`src/rtl/hps_pkg.sv`:
```
// ----------------------------------------------------------------------------
// hps_pkg: shared types and constants for the pulse speed meter
// Payload structs, action codes, sequencer states and fixed constants.
// ----------------------------------------------------------------------------
package hps_pkg;

  typedef enum logic [1:0] {
    ACT_PULSE  = 2'd0,
    ACT_INDEX  = 2'd1,
    ACT_CALREQ = 2'd2,
    ACT_STATUS = 2'd3
  } action_t;

  typedef struct packed {
    logic [1:0]  action;
    logic [31:0] timestamp_us;
  } in_item_t;

  typedef struct packed {
    logic [5:0]  sector;
    logic [31:0] period_us;
    logic        interval_valid;
    logic [31:0] rpm_q8;
    logic [31:0] rad_s_q8;
    logic        calibrating;
    logic        cal_done;
  } out_item_t;

  localparam logic [15:0] FACTOR_ONE = 16'd25600;
  localparam logic [19:0] RPM_NUM    = 20'd600000;
  localparam logic [35:0] RAD_NUM    = 36'd62831853072;
  localparam logic [19:0] RAD_DEN    = 20'd1000000;

  localparam int REG_DIR = 0;
  localparam int REG_LUT = 1;

  typedef enum logic [3:0] {
    ST_IDLE,    // waiting for an item
    ST_CLEAR,   // clearing sample memory
    ST_SCAN,    // reading samples of one sector
    ST_SACC,    // accumulate one sample
    ST_SEND,    // finish one sector
    ST_FCALC,   // factor division setup
    ST_FDIV,    // factor division
    ST_FWR,     // factor write
    ST_SPD,     // setup speed divisions
    ST_DIV,     // running divider
    ST_OUT      // result waiting for transfer
  } state_t;

  // Restoring divider control.
  typedef struct packed {
    logic start;
  } div_ctl_t;

endpackage

```
`src/rtl/hps_div.sv`:
```
// ----------------------------------------------------------------------------
// hps_div: serial restoring divider
// One quotient bit per cycle; 64-bit numerator, 64-bit denominator.
// ----------------------------------------------------------------------------
module hps_div
  import hps_pkg::*;
(
  input  logic        clk,
  input  logic        rst_n,
  input  div_ctl_t    ctl,
  input  logic [63:0] num,
  input  logic [63:0] den,
  output logic        busy,
  output logic [63:0] quo
);

  logic [63:0] rem_r, rem_nxt;
  logic [63:0] quo_r, quo_nxt;
  logic [63:0] den_r, den_nxt;
  logic [6:0]  cnt_r, cnt_nxt;
  logic [64:0] trial;

  // The operands are only presented in the start cycle, so the divisor is held.
  assign trial = {rem_r, quo_r[63]};
  always_comb begin
    rem_nxt = rem_r;
    quo_nxt = quo_r;
    den_nxt = den_r;
    cnt_nxt = cnt_r;
    if (ctl.start) begin
      rem_nxt = '0;
      quo_nxt = num;
      den_nxt = den;
      cnt_nxt = 7'd64;
    end else if (cnt_r != 7'd0) begin
      cnt_nxt = cnt_r - 7'd1;
      if (trial >= {1'b0, den_r}) begin
        rem_nxt = 64'(trial - {1'b0, den_r});
        quo_nxt = {quo_r[62:0], 1'b1};
      end else begin
        rem_nxt = trial[63:0];
        quo_nxt = {quo_r[62:0], 1'b0};
      end
    end
  end

  always_ff @(posedge clk) begin
    rem_r <= rem_nxt;
    quo_r <= quo_nxt;
    den_r <= den_nxt;
    if (!rst_n) cnt_r <= '0;
    else cnt_r <= cnt_nxt;
  end

  assign busy = (cnt_r != 7'd0);
  assign quo  = quo_r;

endmodule

```
`config.mk`:
```
export PLATFORM = sky130hd
export DESIGN_NAME = hps_div
export DESIGN_NICKNAME = d
export VERILOG_FILES = /design/src/rtl/hps_pkg.sv /design/src/rtl/hps_div.sv
export SDC_FILE = /design/constraint.sdc
export NUM_CORES = 1
export LEC_CHECK = 0
export ABC_AREA = 1
export ABC_CLOCK_PERIOD_IN_PS = 6300
export BUFFER_PORTS_ARGS = -buffer_cell sky130_fd_sc_hd__clkbuf_2
export CAP_MARGIN = 10
export CORE_ASPECT_RATIO = 1.4
export CORE_UTILIZATION = 45
export DETAILED_ROUTE_END_ITERATION = 6
export PLACE_DENSITY_LB_ADDON = 0.2
export SLEW_MARGIN = 20
export SYNTH_ARGS = -nofsm -noshare
export SYNTH_HDL_FRONTEND = slang
export SYNTH_SLANG_ARGS = --single-unit
```
`constraint.sdc`:
```
create_clock -name clk -period 6.3 [get_ports clk]
set_input_delay 0.63 -clock clk [delete_from_list [all_inputs] [get_ports clk]]
set_output_delay 0.63 -clock clk [all_outputs]
set_load 0.02 [all_outputs]
```
==> results of run 1 <==
==> metal layers <==
layer	vias up	routed length (microns)	global-route usage (%)	part of all wire, %
met2	334	21700	51.3	50
met1	6035	18700	32.9	43
met3	58	1790	3.69	4.1
li1	6992	-	-	-
met4	0	1400	11.7	3.2
met5	-	0	0	0
==> power by group through the flow <==
stage | combinational, W | sequential [W] | clock, W
floorplan | 0.000377 | 0.00184 | 0
global placement | 0.000806 | 0.00171 | 0
detailed placement | 0.000817 | 0.00170 | 0
CTS | 0.000816 | 0.00168 | 0.00115
global route | 0.000885 | 0.00170 | 0.00119
finish | 0.000809 | 0.00168 | 0.00112
==> synthesized netlist by cell type (all sizes together) <==
master    n  area (sq um)
nor4      2          12.5
a21oi    52           260
ha       65           813
clkbuf   19          71.3
a21o      2          15.0
o21a      1          7.51
nand3   148           761
o21bai   11          82.6
clkinv    2          7.51
fa        1          20.0
nor3     13          75.1
nor2    119           507
o21ai    40           200
buf      27           211
and2      2          12.5
a31oi     1          6.26
dfxtp    71          1420
nand4    18           113
or2       2          12.5
inv     453          1700
nand3b   36           270
edfxtp  128          3840
xnor2    30           263
nand2   935          3540
xor2      4          35.0
==> metrics by stage <==
step | util, % | hold WS (ns) | total power, W
after floorplan | - | 0.443 | 0.00222
after global placement | 50.0 | 0.456 | 0.00251
after detailed placement | 50.0 | 0.458 | 0.00252
after CTS | 51.9 | 0.313 | 0.00365
after global routing | 51.9 | 0.317 | 0.00378
final | 51.9 | 0.333 | 0.00361
==> worst max-delay path by stage <==
stage / endpoint / slack (ns) / from
floorplan: quo[0]$_DFFE_PP_ / 2.65 / cnt_r[0]$_SDFFE_PP0P_
global placement: rem_r[52]$_SDFFE_PP0P_ / 2.84 / den_r[7]$_DFFE_PP_
detailed placement: rem_r[52]$_SDFFE_PP0P_ / 2.78 / den_r[8]$_DFFE_PP_
CTS: rem_r[52]$_SDFFE_PP0P_ / 2.76 / den_r[8]$_DFFE_PP_
global route: rem_r[3]$_SDFFE_PP0P_ / 2.47 / den_r[7]$_DFFE_PP_
finish: rem_r[52]$_SDFFE_PP0P_ / 2.78 / den_r[8]$_DFFE_PP_
==> state kept, by name, indices dropped and copies added, names as in the netlist <==
name,flops
cnt_r,7
den_r,64
quo,64
rem_r,64
==> logic make-up (layout without fill, tap and decap cells) <==
| group | after synthesis | count (layout) |
|---|---|---|
| XOR/XNOR | 34 | 34 |
| AND/OR/NAND/NOR | 1275 | 1275 |
| AO/OA/AOI/OAI | 107 | 107 |
| flip-flops | 199 | 199 |
| adder cells (fa/ha/maj) | 66 | 66 |
| buffers and inverters | 501 | 688 |
==> final cells by class <==
type / instances / area (sq um) / area share, %
repair buffers: 201 / 1020 / 6.36
flip-flops and latches: 199 / 5270 / 32.7
clock inverters: 15 / 175 / 1.09
well taps: 390 / 488 / 3.03
inverters: 455 / 1710 / 10.6
multi-input cells: 1482 / 7020 / 43.6
clock buffers: 17 / 425 / 2.64
==> flow_summary.json, run 1 <==
{
  "outcome": "completed",
  "synthMuxAreaShare_pct": 0,
  "dpl.cell_count": 2727,
  "cts_tree": "yes",
  "synth_compound_area_share_pct": 4.01,
  "dpl_cell_area_sq_um": 15500,
  "seqPwrFrac_pct": 46.5,
  "layout_min_cycle_time_ns": 3.52,
  "drcViolationCount": 0,
  "hold_depth": 1,
  "vias": 13419,
  "slowest_delay_ns": 0.66,
  "synth_cells": 2182,
  "tns_ns": 0,
  "critPathLaunchType": "flop",
  "final_cell_mix": "nand2_1, inv_1, clkbuf_2",
  "insertion_delay_ns": 0.47,
  "grt_pass1_vias": 13388,
  "r2r-end": "rem_r[52]$_SDFFE_PP0P_",
  "whs_endpoint": "den_r[5]$_DFFE_PP_",
  "ant_nets": 0,
  "p_leak_nw": 9.10,
  "ctsRootBufferMaster": "clkbuf_16",
  "drt-total-wl_mm": 43.6,
  "synth_cell_types": 36,
  "grt_pass1_wl_mm": 69.9,
  "h-tree-depth": 4,
  "antenna_found_initial": 0,
  "clkTransAtPathRegs_ns": 0.08,
  "gp_congestion": 1.03,
  "place_ws_ns": 2.78,
  "p_switching_w": 0.00124,
  "vias_per_cell": 4.86,
  "grt_util_all_layers_pct": 28.0,
  "slowest_stage": "nand2_4",
  "finalCritPeriodShare_pct": 55.8,
  "worstSetupEndpointType": "flop",
  "crit_chain": "inv_1, ha_1, nand2_1, inv_1, nand2_1, nand2_1, inv_2, nand3_2, nand2_1, nand2_2, nand2_2, nand2_2, nand2_2, buf_4, nand2_4, nand3_1, nand2_1, nand2_1",
  "crit_path_frequent_cell": "nand2_1",
  "ys_warn_count": 0,
  "hp-start": "den[5]",
  "r2r_start": "den_r[8]$_DFFE_PP_",
  "synth_area_per_cell_sq_um": 6.54,
  "fin_nets": 2553,
  "vdd_drop_max_mv": 0.241,
  "final_cells": 2759,
  "cts_resized": 0,
  "syn-num-nets": 2379,
  "gr-total-overflow": 0,
  "first_pass_iters": 7,
  "drt_iter0_markers": 715,
  "rows": 76,
  "core_sq_um": 31000,
  "syn_area_sq_um": 14300,
  "place_hpwl_mm": 35.2,
  "dieWidth_microns": 152,
  "final_hold_viol_count": 0,
  "tightest_slew_ns": 0.949,
  "ctsHoldBuffers": 0,
  "max-slew-margin-rel_pct": 36.8,
  "hold_class": "in -> reg",
  "portBuffers": 195,
  "final_cell_area_sq_um": 16100,
  "cpLargestDelayFamily": "simple AND/OR/NAND/NOR gates",
  "clock_path_buffers": 2,
  "worstPathMaxFanout": 66,
  "cp.depth": 18,
  "final_max_slew_viol_count": 0,
  "arrival_ns": 3.93,
  "synthSimpleGateAreaFrac_pct": 37.2,
  "setup_ws_ns": 2.78,
  "synthAdderAreaFrac_pct": 5.84,
  "p_int_w": 0.00237,
  "r2r_slack_ns": 2.78,
  "critPathBufInv": 4,
  "synthXorXnorAreaFrac_pct": 2.09,
  "setup_violations": 0,
  "cts.sink_count": 199,
  "reg2reg_depth": 18,
  "die_area_sq_um": 32400,
  "drive_gt1_share_pct": 11.9,
  "skew_ns": 0.0164,
  "crit_type": "reg -> reg",
  "swShare_pct": 34.2,
  "ios": 196,
  "yosysSeqAreaShare_pct": 36.9,
  "synth_top_family_by_area": "simple AND/OR/NAND/NOR gates",
  "final_common_cell": "nand2_1",
  "area_growth_pct": 12.9,
  "rsz0062_at_grt": "false",
  "cts_buffers": 17,
  "clkPwrFrac_pct": 31.1,
  "nFillCells": 3231,
  "power_density_nw_per_um2": 224,
  "maxCapViolCount": 0,
  "ys_ff_latch": 199,
  "start_util_pct": 46.0,
  "routedWlPerCell_microns": 15.8,
  "p_comb_share_pct": 22.4,
  "antennaDiodeCount": 0,
  "grt_max_degree": 88,
  "die_h_microns": 213,
  "required_ns": 6.71,
  "cts_setup_buffers": 0,
  "fmax_mhz": 284
}
No activity file was read; power rests on OpenSTA's default activity.
==> inputs of run 2 (changes only) <==
Settings changed: ABC_CLOCK_PERIOD_IN_PS 6300 to 3650.
Clock period 6.3 ns to 3.65 ns, I/O delays scaled along.
==> run 2 against run 1 <==
  * Wire length grew 2.4%
  * Sequential power grew 73%
  * Via count grew 1.5%
  * Maximum frequency is 17% higher
  * Clock skew about the same
  * Power increased by 76%
  * Global-route usage increased by 0.39 points
  * Setup slack lost 2.1 ns
  * Sequential share of layout area is 0.18 points lower
  * Clock power up 81%
  * Largest cell class unchanged
  * Die area did not move
==> flow_summary.json, run 2 (same netlist as run 1, synthesis figures left out) <==
{
  "outcome": "completed",
  "finalCritPeriodShare_pct": 82.4,
  "max-slew-margin-rel_pct": 45.8,
  "r2r-end": "rem_r[16]$_SDFFE_PP0P_",
  "vdd_drop_max_mv": 0.374,
  "crit_path_frequent_cell": "nand2_1",
  "vias": 13626,
  "rows": 76,
  "final_cell_mix": "nand2_1, inv_1, clkbuf_2",
  "critPathLaunchType": "flop",
  "slowest_stage": "buf_4",
  "fmax_mhz": 333,
  "area_growth_pct": 13.5,
  "portBuffers": 195,
  "die_area_sq_um": 32400,
  "drcViolationCount": 0,
  "ant_nets": 0,
  "cts_resized": 0,
  "cts_tree": "yes",
  "insertion_delay_ns": 0.47,
  "cpLargestDelayFamily": "simple AND/OR/NAND/NOR gates",
  "cts_buffers": 17,
  "place_hpwl_mm": 35.8,
  "ios": 196,
  "grt_pass1_wl_mm": 70.7,
  "grt_pass1_vias": 13367,
  "r2r_start": "den_r[32]$_DFFE_PP_",
  "drive_gt1_share_pct": 12.1,
  "arrival_ns": 3.35,
  "layout_min_cycle_time_ns": 3.01,
  "fin_nets": 2558,
  "required_ns": 3.99,
  "worstSetupEndpointType": "flop",
  "gp_congestion": 1.03,
  "ctsHoldBuffers": 0,
  "antenna_found_initial": 0,
  "drt_iter0_markers": 762,
  "routedWlPerCell_microns": 16.1,
  "start_util_pct": 46.0,
  "vias_per_cell": 4.93,
  "tightest_slew_ns": 0.814,
  "drt-total-wl_mm": 44.6,
  "cts.sink_count": 199,
  "setup_ws_ns": 0.643,
  "first_pass_iters": 7,
  "grt_max_degree": 66,
  "cp-endpoint": "rem_r[16]$_SDFFE_PP0P_",
  "antennaDiodeCount": 0,
  "totalPowerFinal_w": 0.00634,
  "final_common_cell": "nand2_1",
  "slowest_delay_ns": 0.62,
  "gr-total-overflow": 0,
  "setup_violations": 0,
  "crit_type": "reg -> reg",
  "clkTransAtPathRegs_ns": 0.08,
  "final_max_slew_viol_count": 0,
  "die_h_microns": 213,
  "core_sq_um": 31000,
  "dieWidth_microns": 152,
  "nFillCells": 3261,
  "reg2reg_depth": 15,
  "worstPathMaxFanout": 65,
  "cts_setup_buffers": 0,
  "hold_class": "in -> reg",
  "skew_ns": 0.0167,
  "maxCapViolCount": 0,
  "critPathBufInv": 4,
  "place_ws_ns": 0.676,
  "r2r_slack_ns": 0.64,
  "final_hold_viol_count": 0,
  "ctsRootBufferMaster": "clkbuf_16",
  "rsz0062_at_grt": "false",
  "crit_chain": "inv_1, ha_1, nand2_1, nor2_1, nand2_1, inv_1, nand2_1, nand2_1, inv_2, nand2_2, nand2_2, buf_4, nand3_1, nand3_1, o21ai_0",
  "cp.depth": 15,
  "h-tree-depth": 4,
  "grt_util_all_layers_pct": 28.4,
  "critPathLaunch": "den_r[32]$_DFFE_PP_",
  "clock_path_buffers": 2,
  "tns_ns": 0,
  "p_leak_nw": 9.15,
  "power_density_nw_per_um2": 391
}
==> run 2: how the worst min path moves through the flow <==
stage	slack, ns	start	depth (start not counted)	end
4_1_cts	0.05	den[6]	1	den_r[6]$_DFFE_PP_
6_report	0.06	den[55]	1	den_r[55]$_DFFE_PP_
3_5_place_dp	0.46	rem_r[46]$_SDFFE_PP0P_	2	rem_r[46]$_SDFFE_PP0P_
5_1_grt	0.05	den[5]	1	den_r[5]$_DFFE_PP_
2_1_floorplan	0.44	rem_r[27]$_SDFFE_PP0P_	2	rem_r[27]$_SDFFE_PP0P_
3_3_place_gp	0.46	cnt_r[3]$_SDFFE_PP0P_	2	cnt_r[3]$_SDFFE_PP0P_
==> run 2: power by group <==
part	total, W	switching (W)	internal [W]
clock	0.00203	0.00102	0.00100
sequential	0.00290	0.000155	0.00275
combinational	0.00141	0.000984	0.000424
==> run 2: per-stage QoR <==
stage / cell area (sq um) / hold slack, ns / instances / utilization, %
after CTS: 16200 / 0.0480 / 2764 / 52.2
final: 16200 / 0.0633 / 2764 / 52.2
after global routing: 16200 / 0.0499 / 2764 / 52.2
after detailed placement: 15600 / 0.458 / 2732 / 50.2
after global placement: 15600 / 0.455 / 2732 / 50.2
after floorplan: 14300 / 0.443 / 2182 / -
==> run 2: layout make-up <==
type / instances / area (sq um) / share of cell area, %
Clock buffer: 17 / 425 / 2.63
Multi-Input combinational cell: 1482 / 7020 / 43.3
Clock inverter: 15 / 203 / 1.25
Inverter: 455 / 1710 / 10.6
Tap cell: 390 / 488 / 3.01
Sequential cell: 199 / 5270 / 32.5
Timing Repair Buffer: 206 / 1090 / 6.71
==> run 2: metal layers <==
layer	wire (microns)	vias to the layer above	part of all wire (%)	global-route usage (%)
met3	2280	62	5.1	4.73
met2	22100	381	50	52.1
met4	1480	0	3.3	11.4
met5	0	-	0	0
li1	-	7000	-	-
met1	18700	6183	42	32.8
